File: src/design/rbs_pkg.sv
package rbs_pkg;

  // Number format and derived widths.
  localparam int COORD_WIDTH = 32;
  localparam int FRAC_BITS   = 16;
  localparam int LEN_WIDTH   = COORD_WIDTH - 1;
  localparam int NUM_AXES    = 3;
  localparam int NUM_DIVS    = 2 * NUM_AXES;

  // Doubled local coordinate, slab face numerators and their magnitudes.
  localparam int LOC_WIDTH   = COORD_WIDTH + 2;
  localparam int NUM_WIDTH   = COORD_WIDTH + 4;
  localparam int MAG_WIDTH   = NUM_WIDTH - 1;

  // Divider: denominator is twice the direction magnitude.
  localparam int DEN_WIDTH   = COORD_WIDTH + 1;
  localparam int QUO_BITS    = COORD_WIDTH - 1;
  localparam int DIVD_WIDTH  = MAG_WIDTH + FRAC_BITS;
  localparam int HEAD_WIDTH  = DIVD_WIDTH - QUO_BITS;
  localparam int DIV_LAT     = QUO_BITS + 1;

  // Entry point arithmetic.
  localparam int PROD_WIDTH  = COORD_WIDTH + LEN_WIDTH;
  localparam int STEP_WIDTH  = PROD_WIDTH - FRAC_BITS;
  localparam int SUM_WIDTH   = STEP_WIDTH + 2;

  localparam int CFG_IDX_WIDTH = 3;

  typedef logic signed [COORD_WIDTH-1:0] coord_t;
  typedef logic [LEN_WIDTH-1:0]          len_t;

  // Configuration register indexes.
  typedef enum logic [CFG_IDX_WIDTH-1:0] {
    REG_CENTER_X = 3'd0,
    REG_CENTER_Y = 3'd1,
    REG_CENTER_Z = 3'd2,
    REG_EXTENT_X = 3'd3,
    REG_EXTENT_Y = 3'd4,
    REG_EXTENT_Z = 3'd5
  } cfg_reg_t;

  // Per-ray data that rides alongside the arithmetic.
  typedef struct packed {
    coord_t [NUM_AXES-1:0] org;
    coord_t [NUM_AXES-1:0] dir;
    len_t                  len;
    logic [NUM_AXES-1:0]   dz;
    logic                  par_fail;
  } side_t;

endpackage

File: src/design/rbs_div.sv
module rbs_div (
  input  logic                           clk,
  input  logic                           adv,
  input  logic [rbs_pkg::MAG_WIDTH-1:0]  mag,
  input  logic [rbs_pkg::DEN_WIDTH-1:0]  den,
  input  logic                           neg,
  output logic [rbs_pkg::QUO_BITS-1:0]   quo,
  output logic                           ovf,
  output logic                           neg_o
);
  import rbs_pkg::*;

  // One restoring quotient bit per stage, most significant first.
  logic [DEN_WIDTH-1:0]  rem_r [QUO_BITS+1];
  logic [DEN_WIDTH-1:0]  den_r [QUO_BITS+1];
  logic [QUO_BITS-1:0]   low_r [QUO_BITS+1];
  logic [QUO_BITS-1:0]   quo_r [QUO_BITS+1];
  logic                  ovf_r [QUO_BITS+1];
  logic                  neg_r [QUO_BITS+1];
  logic [DIVD_WIDTH-1:0] dvd;
  logic [HEAD_WIDTH-1:0] head;

  // Entry stage: a quotient that needs more bits than the result is flagged as an overflow.
  assign dvd  = {mag, {FRAC_BITS{1'b0}}};
  assign head = dvd[DIVD_WIDTH-1:QUO_BITS];

  always_ff @(posedge clk) begin
    if (adv) begin
      rem_r[0] <= DEN_WIDTH'(head);
      den_r[0] <= den;
      low_r[0] <= dvd[QUO_BITS-1:0];
      quo_r[0] <= '0;
      ovf_r[0] <= (DIVD_WIDTH'(head) >= DIVD_WIDTH'(den));
      neg_r[0] <= neg;
    end
  end

  for (genvar k = 0; k < QUO_BITS; k++) begin : g_step
    localparam int B = QUO_BITS - 1 - k;
    logic [DEN_WIDTH:0]   trial;
    logic [DEN_WIDTH:0]   diff;
    logic                 ge;
    logic [QUO_BITS-1:0]  quo_nxt;

    always_comb begin
      trial   = {rem_r[k], low_r[k][B]};
      diff    = trial - {1'b0, den_r[k]};
      ge      = (trial >= {1'b0, den_r[k]});
      quo_nxt = quo_r[k];
      quo_nxt[B] = ge;
    end

    always_ff @(posedge clk) begin
      if (adv) begin
        rem_r[k+1] <= ge ? diff[DEN_WIDTH-1:0] : trial[DEN_WIDTH-1:0];
        den_r[k+1] <= den_r[k];
        low_r[k+1] <= low_r[k];
        quo_r[k+1] <= quo_nxt;
        ovf_r[k+1] <= ovf_r[k];
        neg_r[k+1] <= neg_r[k];
      end
    end
  end

  assign quo   = quo_r[QUO_BITS];
  assign ovf   = ovf_r[QUO_BITS];
  assign neg_o = neg_r[QUO_BITS];

endmodule

File: config.mk
export PLATFORM = sky130hd
export DESIGN_NAME = rbs_div
export DESIGN_NICKNAME = d
export VERILOG_FILES = /design/src/design/rbs_pkg.sv /design/src/design/rbs_div.sv
export SDC_FILE = /design/constraint.sdc
export NUM_CORES = 2
export LEC_CHECK = 0
export BUFFER_PORTS_ARGS = -buffer_cell sky130_fd_sc_hd__buf_4
export CAP_MARGIN = 15
export CORE_MARGIN = 5
export CORE_UTILIZATION = 60
export CTS_BUF_LIST = sky130_fd_sc_hd__clkbuf_16
export CTS_CLUSTER_SIZE = 25
export DETAILED_ROUTE_END_ITERATION = 6
export HOLD_SLACK_MARGIN = 0.12
export PLACE_DENSITY = 0.83
export SLEW_MARGIN = 10
export SYNTH_ARGS = -nofsm -noshare
export SYNTH_HDL_FRONTEND = slang
export SYNTH_MEMORY_MAX_BITS = 65536
export SYNTH_SLANG_ARGS = --single-unit
File: constraint.sdc
create_clock -name clk -period 11.7 [get_ports clk]
set_clock_uncertainty 0.05 [all_clocks]
set_input_delay 2.34 -clock clk [delete_from_list [all_inputs] [get_ports clk]]
set_output_delay 2.34 -clock clk [all_outputs]
set_load 0.02 [all_outputs]
==> summary.md <==
| Metric | Value |
|---|---|
| Status | finished clean |
| Clk sinks | 2,713 |
| TritonCTS Buffers | 304 |
| 1st-iter DRT viols | 8,209 |
| PostCTS Resize Cnt | 0 |
| Routability cong. | 0.952 |
| Average cell area after synthesis | 11.9 um2 |
| Vias in the first global route | 94,400 |
| # setup viols final | 0 |
| Power per cell area | 277 nW/um2 |
| Register area share after synthesis | 56.3% |
| Detailed-router iteration count before antenna repair | 7 |
| Root Driver | clkbuf_16 |
| Share of layout cells above drive strength 1 | 8.81% |
| Netlist Area Pre-Place | 145,000 um2 |
| Post-synth cell types | 90 |
| Worst skew pair latency | 0.96 ns |
| Syn Nets | 13,300 |
| Setup TNS | 0 ns |
| Post-route design area | 159,000 um2 |
| Highest achievable clock rate | 191 MHz |
| VDD IR max | 0.185 mV |
| Clock Tree Buf Depth | 4 |
| Final min period | 5.23 ns |
| Worst hold path cell count | 0 |
| RSZ-0062 raised after global routing | false |
| Hold Crit Start | quo_r[5][24] |
| Reg2reg end | rem_r[0][67] |
| Crit-path max FO | 61 |
| First-pass GRT wire length | 520,000 um |
| Residual DRC | 0 |
| Final hold violations | 0 |
| Worst Path Required | 12.35 ns |
| Hold_buf cts | 0 |
| CP Launch Type | flip-flop |
| YS warnings | 0 |
| Antenna violations before repair | 2 |
| Leakage | 64.7 nW |
| Core footprint | 240,000 um2 |
| Worst rel slew slack | 12.5% |
| Synth async-reset ratio | 0% |
| EDFF count, synth | 2,713 |
| Worst reg-to-reg path cell count | 15 |
| WL final | 333,000 um |
| Largest net degree at the start of global routing | 200 |
| CTS tree | yes |
| Max-Cap Viols | 0 |
| Number of nets in the layout | 13,600 |
| Grt ovf | 0 |
| Slew Limit Fails | 0 |
| Measured slew at the worst slew-check pin | 1.31 ns |
| Final period util | 44.7% |
| Synth Register Bits | 2,713 |
| Starting density of the core | 60.3% |
| Area after DPL | 149,000 um2 |
| Rows | 180 |
| Area Growth Syn to Fin | 9.71% |
| Worst Setup Path Type | flip-flop to flip-flop |
| HPWL after DPL | 245,000 um |
| Cell count after synthesis | 12,200 |
| Reg2Reg Setup Slack | 6.47 ns |
| CTS H-tree lvls | 5 |
| Height of the die | 501 um |
| Buffers on Ports | 103 |
| Placed cell count | 15,300 |
| Routed Antenna Nets | 0 |
| DP Worst Slack | 6.37 ns |
| Chip width | 501 um |
| Total track usage | 26.1% |
| IO Count | 104 |
| Die Area | 251,000 um2 |
| Reg2Reg Launch Point | low_r[1][29] |
| Final setup margin | 6.47 ns |
| Wire length per cell | 21.0 um |
| Min-Delay Path Class | flip-flop to flip-flop |
| Worst EP arrival | 5.89 ns |
| Critical Path Sink Type | flip-flop |
| Main synth FF type | edfxtp_1 |
| Post CTS Setup Buffer Count | 0 |
| Clock transition at path regs | 0.06 ns |
| Footprint of the multi-input gates | 57,700 um2 |
| Hold Path Sink | quo_r[5][55] |
| Fillers | 17,400 |
| Reg area | 81,500 um2 |
| Final cell count without fillers | 15,800 |
| Vias after detailed routing | 95,300 |
| Avg Vias per Cell | 6.02 |
## sequential cells by signal, indices dropped and copies added (netlist names)
name	cells
quo_r	496
low_r	120
neg_r	32
den_r	1023
ovf_r	32
rem_r	1010
## synth_stat cells, drive strengths merged, types with 41 or more instances
cell type	number	area, um2
edfxtp	2713	81500
inv	1292	4850
a21oi	1067	5340
ha	1030	12900
o21ai	745	3730
nand2	741	2780
nor2	612	2300
xnor2	529	4630
a21o	486	3650
mux2	438	4930
xor2	303	2650
clkbuf	207	777
nand3	194	971
o21bai	159	1190
nor2b	149	932
nand2b	133	832
nand4	125	782
o21a	123	923
nor3	105	531
a31oi	90	569
and3	84	526
o31ai	80	601
a211oi	67	533
buf	47	246
o211ai	44	335
a211o	43	377
a21boi	43	327
and2	41	257
## layout by cell type, fill, tap and decap left out, drive strengths merged, types with 44 or more instances in the layout
master and instances:
nor2 612, o211ai 44, xor2 303, inv 1357, clkbuf 309, buf 159
o21a 123, edfxtp 2713, o31ai 80, nor2b 149, o21bai 159, nand2b 133
clkinv 109, a21oi 1067, xnor2 529, a21o 486, nand3 194, o21ai 745
nand4 125, nor3 105, nand2 741, a211oi 67, ha 1030, and3 84
a31oi 90, mux2 438
## stage by stage
stage	util [%]	power (mW)	hold WS, ns
after floorplan	-	29.6	0.350
after global placement	62.1	34.2	0.350
after detailed placement	62.1	34.7	0.355
after CTS	66.1	44.1	0.334
after global routing	66.1	46.8	0.345
final	66.1	44.1	0.337
## cell families after synthesis
kind of cell | synth area share [%]
AO/OA/AOI/OAI | 14.0
XOR/XNOR | 5.03
adder cells (fa/ha/maj) | 9.32
buffers and inverters | 4.06
flip-flops | 56.3
multiplexers | 3.59
AND/OR/NAND/NOR | 7.77
## report_power, final
group          internal (mW)  leakage [nW]  switching [mW]
combinational           8.38          33.3            10.8
clock                   5.38          4.85            3.78
sequential              14.1          26.5            1.62
total                   27.9          64.7            16.2
## final cells by class
type                       instances  area share [%]
multi-input combinational       7957            36.3
clock buffer                     309            4.87
timing repair buffer             159           0.843
tap                             3185            2.51
clock inverter                   221            1.13
antenna                            3         0.00473
inverter                        1292            3.05
sequential                      2713            51.3
## worst max-delay path, cell delays in order, from the launching register on
cell	delay (ns)
edfxtp_1	0.42
inv_1	0.09
ha_1	0.19
inv_1	0.07
fa_1	0.41
a21oi_1	0.22
o21bai_1	0.12
a2111oi_0	0.58
o31ai_1	0.24
a211oi_2	0.57
o31ai_1	0.23
o31ai_1	0.45
nand2_1	0.26
a21boi_4	0.19
buf_4	0.46
mux2_2	0.41
## worst max-delay path by stage
stage / from / to / slack, ns
floorplan: mag[15] / ovf_r[0][0] / 7.16
global placement: adv / ovf_r[3][1] / 6.51
detailed placement: adv / den_r[0][1] / 6.37
CTS: low_r[8][22] / rem_r[2][34] / 6.51
global route: low_r[1][29] / rem_r[0][95] / 6.17
finish: low_r[1][29] / rem_r[0][67] / 6.47
## layer usage
| metal | part of all wire (%) | track usage (%) |
|---|---|---|
| met4 | 4.0 | 9.82 |
| met1 | 40 | 32.4 |
| met5 | 0 | 0 |
| met3 | 5.0 | 3.46 |
| met2 | 51 | 46.5 |
No activity file was read; power rests on OpenSTA's default activity.
