### src/design/rbs_pkg.sv
package rbs_pkg;

  // Number format and derived widths.
  localparam int COORD_WIDTH = 32;
  localparam int FRAC_BITS   = 16;
  localparam int LEN_WIDTH   = COORD_WIDTH - 1;
  localparam int NUM_AXES    = 3;
  localparam int NUM_DIVS    = 2 * NUM_AXES;

  // Doubled local coordinate, slab face numerators and their magnitudes.
  localparam int LOC_WIDTH   = COORD_WIDTH + 2;
  localparam int NUM_WIDTH   = COORD_WIDTH + 4;
  localparam int MAG_WIDTH   = NUM_WIDTH - 1;

  // Divider: denominator is twice the direction magnitude.
  localparam int DEN_WIDTH   = COORD_WIDTH + 1;
  localparam int QUO_BITS    = COORD_WIDTH - 1;
  localparam int DIVD_WIDTH  = MAG_WIDTH + FRAC_BITS;
  localparam int HEAD_WIDTH  = DIVD_WIDTH - QUO_BITS;
  localparam int DIV_LAT     = QUO_BITS + 1;

  // Entry point arithmetic.
  localparam int PROD_WIDTH  = COORD_WIDTH + LEN_WIDTH;
  localparam int STEP_WIDTH  = PROD_WIDTH - FRAC_BITS;
  localparam int SUM_WIDTH   = STEP_WIDTH + 2;

  localparam int CFG_IDX_WIDTH = 3;

  typedef logic signed [COORD_WIDTH-1:0] coord_t;
  typedef logic [LEN_WIDTH-1:0]          len_t;

  // Configuration register indexes.
  typedef enum logic [CFG_IDX_WIDTH-1:0] {
    REG_CENTER_X = 3'd0,
    REG_CENTER_Y = 3'd1,
    REG_CENTER_Z = 3'd2,
    REG_EXTENT_X = 3'd3,
    REG_EXTENT_Y = 3'd4,
    REG_EXTENT_Z = 3'd5
  } cfg_reg_t;

  // Per-ray data that rides alongside the arithmetic.
  typedef struct packed {
    coord_t [NUM_AXES-1:0] org;
    coord_t [NUM_AXES-1:0] dir;
    len_t                  len;
    logic [NUM_AXES-1:0]   dz;
    logic                  par_fail;
  } side_t;

endpackage

### src/design/rbs_prep.sv
module rbs_prep (
  input  logic                                            clk,
  input  logic                                            rst_n,
  input  logic                                            adv,
  input  logic                                            in_valid,
  input  rbs_pkg::coord_t [rbs_pkg::NUM_AXES-1:0]         org,
  input  rbs_pkg::coord_t [rbs_pkg::NUM_AXES-1:0]         dir,
  input  rbs_pkg::len_t                                   len,
  input  rbs_pkg::coord_t [rbs_pkg::NUM_AXES-1:0]         center,
  input  rbs_pkg::len_t [rbs_pkg::NUM_AXES-1:0]           extent,
  output logic                                            out_valid,
  output rbs_pkg::side_t                                  side,
  output logic [rbs_pkg::NUM_DIVS-1:0][rbs_pkg::MAG_WIDTH-1:0] mag,
  output logic [rbs_pkg::NUM_DIVS-1:0]                    neg,
  output logic [rbs_pkg::NUM_AXES-1:0][rbs_pkg::DEN_WIDTH-1:0] den
);
  import rbs_pkg::*;

  logic  v1_r, v2_r, v3_r;
  side_t s1_r, s2_r, s3_r;
  side_t s1_nxt, s2_nxt;
  logic signed [LOC_WIDTH-1:0] loc_r [NUM_AXES];
  logic signed [LOC_WIDTH-1:0] loc_nxt [NUM_AXES];
  logic signed [NUM_WIDTH-1:0] num_r [NUM_DIVS];
  logic signed [NUM_WIDTH-1:0] num_nxt [NUM_DIVS];
  logic [NUM_DIVS-1:0][MAG_WIDTH-1:0] mag_r, mag_nxt;
  logic [NUM_DIVS-1:0] neg_r, neg_nxt;
  logic [NUM_AXES-1:0][DEN_WIDTH-1:0] den_r, den_nxt;

  // Stage 1: doubled origin relative to the box center.
  always_comb begin
    logic [COORD_WIDTH:0] diff;
    s1_nxt = '0;
    s1_nxt.org = org;
    s1_nxt.dir = dir;
    s1_nxt.len = len;
    for (int a = 0; a < NUM_AXES; a++) begin
      diff = {org[a][COORD_WIDTH-1], org[a]} - {center[a][COORD_WIDTH-1], center[a]};
      loc_nxt[a] = $signed({diff, 1'b0});
      s1_nxt.dz[a] = (dir[a] == '0);
    end
  end

  // Stage 2: face numerators and the containment test of parallel axes.
  always_comb begin
    logic signed [NUM_WIDTH-1:0] loc_e;
    logic signed [NUM_WIDTH-1:0] ext_e;
    s2_nxt = s1_r;
    for (int a = 0; a < NUM_AXES; a++) begin
      loc_e = NUM_WIDTH'(loc_r[a]);
      ext_e = $signed({{(NUM_WIDTH-LEN_WIDTH){1'b0}}, extent[a]});
      num_nxt[2*a]   = -ext_e - loc_e;
      num_nxt[2*a+1] = ext_e - loc_e;
      if (s1_r.dz[a] && ((loc_e < -ext_e) || (loc_e > ext_e))) begin
        s2_nxt.par_fail = 1'b1;
      end
    end
  end

  // Stage 3: magnitudes, quotient signs and denominators for the dividers.
  always_comb begin
    logic [COORD_WIDTH-1:0] absd;
    for (int j = 0; j < NUM_DIVS; j++) begin
      mag_nxt[j] = MAG_WIDTH'(num_r[j][NUM_WIDTH-1] ? -num_r[j] : num_r[j]);
      neg_nxt[j] = num_r[j][NUM_WIDTH-1] ^ s2_r.dir[j/2][COORD_WIDTH-1];
    end
    for (int a = 0; a < NUM_AXES; a++) begin
      absd = s2_r.dir[a][COORD_WIDTH-1] ? -s2_r.dir[a] : s2_r.dir[a];
      den_nxt[a] = {absd, 1'b0};
    end
  end

  always_ff @(posedge clk) begin
    if (!rst_n) begin
      v1_r <= 1'b0;
      v2_r <= 1'b0;
      v3_r <= 1'b0;
    end else if (adv) begin
      v1_r <= in_valid;
      v2_r <= v1_r;
      v3_r <= v2_r;
    end
  end

  always_ff @(posedge clk) begin
    if (adv) begin
      s1_r  <= s1_nxt;
      s2_r  <= s2_nxt;
      s3_r  <= s2_r;
      loc_r <= loc_nxt;
      num_r <= num_nxt;
      mag_r <= mag_nxt;
      neg_r <= neg_nxt;
      den_r <= den_nxt;
    end
  end

  assign out_valid = v3_r;
  assign side      = s3_r;
  assign mag       = mag_r;
  assign neg       = neg_r;
  assign den       = den_r;

endmodule

### config.mk
export PLATFORM = sky130hd
export DESIGN_NAME = rbs_prep
export DESIGN_NICKNAME = d
export VERILOG_FILES = /design/src/design/rbs_pkg.sv /design/src/design/rbs_prep.sv
export SDC_FILE = /design/constraint.sdc
export NUM_CORES = 2
export LEC_CHECK = 0
export BUFFER_PORTS_ARGS = -buffer_cell sky130_fd_sc_hd__clkbuf_2
export CORE_AREA = 2 2 370 372
export CTS_CLUSTER_SIZE = 20
export DETAILED_ROUTE_END_ITERATION = 8
export DIE_AREA = 0 0 372 374
export PLACE_DENSITY = 0.66
export SLEW_MARGIN = 20
export SYNTH_ARGS = -nofsm -noshare
export SYNTH_HDL_FRONTEND = slang
export SYNTH_SLANG_ARGS = --single-unit
### constraint.sdc
create_clock -name clk -period 3.99 [get_ports clk]
set_input_delay 0.1995 -clock clk [delete_from_list [all_inputs] [get_ports clk]]
set_output_delay 0.1995 -clock clk [all_outputs]
set_load 0.1 [all_outputs]
==> flow_summary.json <==
{
  "crit_path_end": "num_r[215]",
  "drcViolationCount": 0,
  "ys_types": 75,
  "critPathRequiredTime_ps": 4480,
  "post_route_cells_drive_above_1_share_pct": 24.1,
  "clk_latency_ps": 780,
  "stdcell_area_sq_um": 79500,
  "placed_area_sq_um": 71700,
  "cp_max_fo": 4,
  "setup_slack_ps": 267,
  "rrSetupSlack_ps": 290,
  "antenna_found_initial": 32,
  "syn_to_final_growth_pct": 28.1,
  "critical_path_class": "primary input to register",
  "vias_per_cell": 5.33,
  "endpoint_kind": "register",
  "clock_path_buffers": 3,
  "maxCapViolCount": 0,
  "rsz0062_at_grt": "false",
  "synthArstFlopShare_pct": 0,
  "tightest_slew_ps": 994,
  "synth.most_common_cell": "edfxtp_1",
  "grt_pass1_wl_um": 263000,
  "vias": 44500,
  "row_count": 135,
  "start_kind": "primary input",
  "yosysTopAreaCellShare_pct": 62.6,
  "dr.pass1.iters": 6,
  "vdd_drop_max_v": 0.000362,
  "yosys-top-cells-count": "1295 x edfxtp_1, 491 x xnor2_1, 333 x inv_1",
  "setup_violations": 0,
  "rr_startpoint": "loc_r[1]",
  "clock_skew_ps": 53.8,
  "cts_root_buffer": "clkbuf_16",
  "startpoint": "extent[1]",
  "dp_hpwl_um": 139000,
  "dieHeight_um": 374,
  "yosysTopAreaCell": "edfxtp_1",
  "fillers": 10700,
  "syn_inst": 4735,
  "nNetsFinal": 7164,
  "drtIter0Drc": 3813,
  "relSlewSlack_pct": 33.7,
  "die_x_um": 372,
  "multi_input_area_sq_um": 21700,
  "wire_per_inst_um": 21.5,
  "fin_tns_setup_ps": 0,
  "cts.sinks": 1298,
  "reg2reg_to": "num_r[69]",
  "hold_path_class": "primary input to register",
  "dieArea_sq_um": 139000,
  "finalWirelength_um": 180000,
  "ys_ff_latch": 1298,
  "power_density_nw_per_um2": 572,
  "syn-cell-area_sq_um": 62100,
  "synth_edf_count": 1295,
  "place_congestion": 0.950,
  "fmaxAchievable_mhz": 269,
  "clk_pin_slew_ps": 50,
  "cp.arrival_ps": 4220,
  "yosysWarnings": 0,
  "io_pins": 959,
  "track_usage_pct": 25.1,
  "finalHoldViolCount": 0,
  "synth_ff_type": "edfxtp_1",
  "synthTopCellsByArea": "edfxtp_1 63%, xnor2_1 6.9%, ha_1 6.1%, inv_1 2.0%, o21ai_0 2.0%",
  "finalCriticalPeriod_ps": 3720,
  "synth.avg_cell_area_sq_um": 13.1,
  "tritoncts": "done",
  "p_leak_nw": 32.0,
  "ys_seq_area_share_pct": 62.7,
  "overflow": 0,
  "h-tree-depth": 4,
  "worst_r2r_path_depth": 15,
  "seqCellArea_sq_um": 38900,
  "drv_slew": 0,
  "ant_nets": 0,
  "period_share_pct": 93.3,
  "finalPower_w": 0.0455,
  "cts_setup_buffers": 0,
  "grt_pass1_vias": 43500,
  "grt_max_degree": 133,
  "dp_slack_ps": -548,
  "status": "finished clean",
  "place.port_buffers": 955,
  "coreArea_sq_um": 135000,
  "numCtsBuffers": 142,
  "initial_core_util_pct": 46.0
}
[layout by cell type (no fill, tap or decap), types with 33 or more instances in the layout]
cell type      count
a21o_1           137
a21oi_1          232
buf_4            341
clkbuf_16        145
clkbuf_2         954
dlygate4sd3_1    320
edfxtp_1        1295
ha_1             303
inv_1            333
nand2_1          254
nand2b_1          56
nand3_1           78
nand4_1           39
nor2_1           225
nor2b_1           41
nor3_1           112
nor4_1            64
o21a_1            41
o21ai_0          242
o21bai_1          33
o31ai_1           76
o41ai_1           45
or3_1             62
or4_1             57
xnor2_1          491
xor2_1           119
[worst max-delay path, cell delays in order]
cell	delay, ps
dlygate4sd3_1	530
clkbuf_2	120
inv_1	60
ha_1	190
buf_4	150
nand2_1	110
nor2_1	70
xnor2_1	140
ha_1	350
and2_1	180
o21ai_0	80
a22o_1	260
o41a_1	440
o21ai_0	360
a31oi_1	170
a211o_1	340
o21ai_0	220
a21oi_1	110
xnor2_1	120
[metrics by stage]
step	std cells	hold slack (ps)	util, %
finish	8345	62.0	58.9
global route	8340	57.6	58.9
CTS	8327	0.0108	58.9
detailed placement	7752	378	53.1
global placement	7752	377	53.1
floorplan	4737	298	-
[report_power, final]
group	leakage, nW	total [W]	switching [W]	internal (W)
clock	2.21	0.0128	0.00549	0.00733
sequential	12.7	0.0187	0.00119	0.0175
combinational	17.1	0.0140	0.0100	0.00397
[timing repair]
item                                    4_1_cts  5_1_grt
endpoints found under the setup margin        0        2
hold endpoints to repair                    374        0
hold buffers                                320        0
gates resized for setup                       0       10
[routing by layer]
metal	global-route usage [%]	up-vias	share of wire (%)
li1	-	21200	-
met1	33.2	21300	42
met2	40.3	1657	47
met3	5.62	339	7.5
met5	0	-	0.063
met4	9.65	18	3.8
[how the worst min path moves through the flow]
stage                from          to  cells after the start
2_1_floorplan  extent[31]  num_r[108]                      0
3_3_place_gp      len[16]    s1_r[20]                      1
3_5_place_dp      len[21]    s1_r[25]                      1
4_1_cts         extent[3]  num_r[147]                      4
5_1_grt        extent[90]   num_r[28]                      3
6_report       center[57]   loc_r[60]                      4
[cell families after synthesis]
family | after synthesis | synth area share, %
flops | 1298 | 62.7
simple gates | 1107 | 9.21
compound gates | 994 | 10.4
xor+xnor | 610 | 8.60
buf+inv | 406 | 2.51
fa+ha+maj | 312 | 6.40
mux | 7 | 0.113
other cells | 1 | 0.00604
[layout make-up]
class                           count  area share, %
Antenna cell                       17         0.0535
Timing Repair Buffer             1628           13.6
Clock buffer                      174           4.75
Sequential cell                  1298           49.0
Tap cell                         1781           2.80
Inverter                          333           1.57
Multi-Input combinational cell   3033           27.3
Clock inverter                     81          0.999
[registers in the layout, indices dropped and copies added (netlist names)]
register,cells
s2_r,227
side,227
s1_r,226
num_r,210
mag,207
loc_r,99
den,93
neg,6
out_valid,1
v1_r,1
v2_r,1
Power figures use the tool's default switching activity.
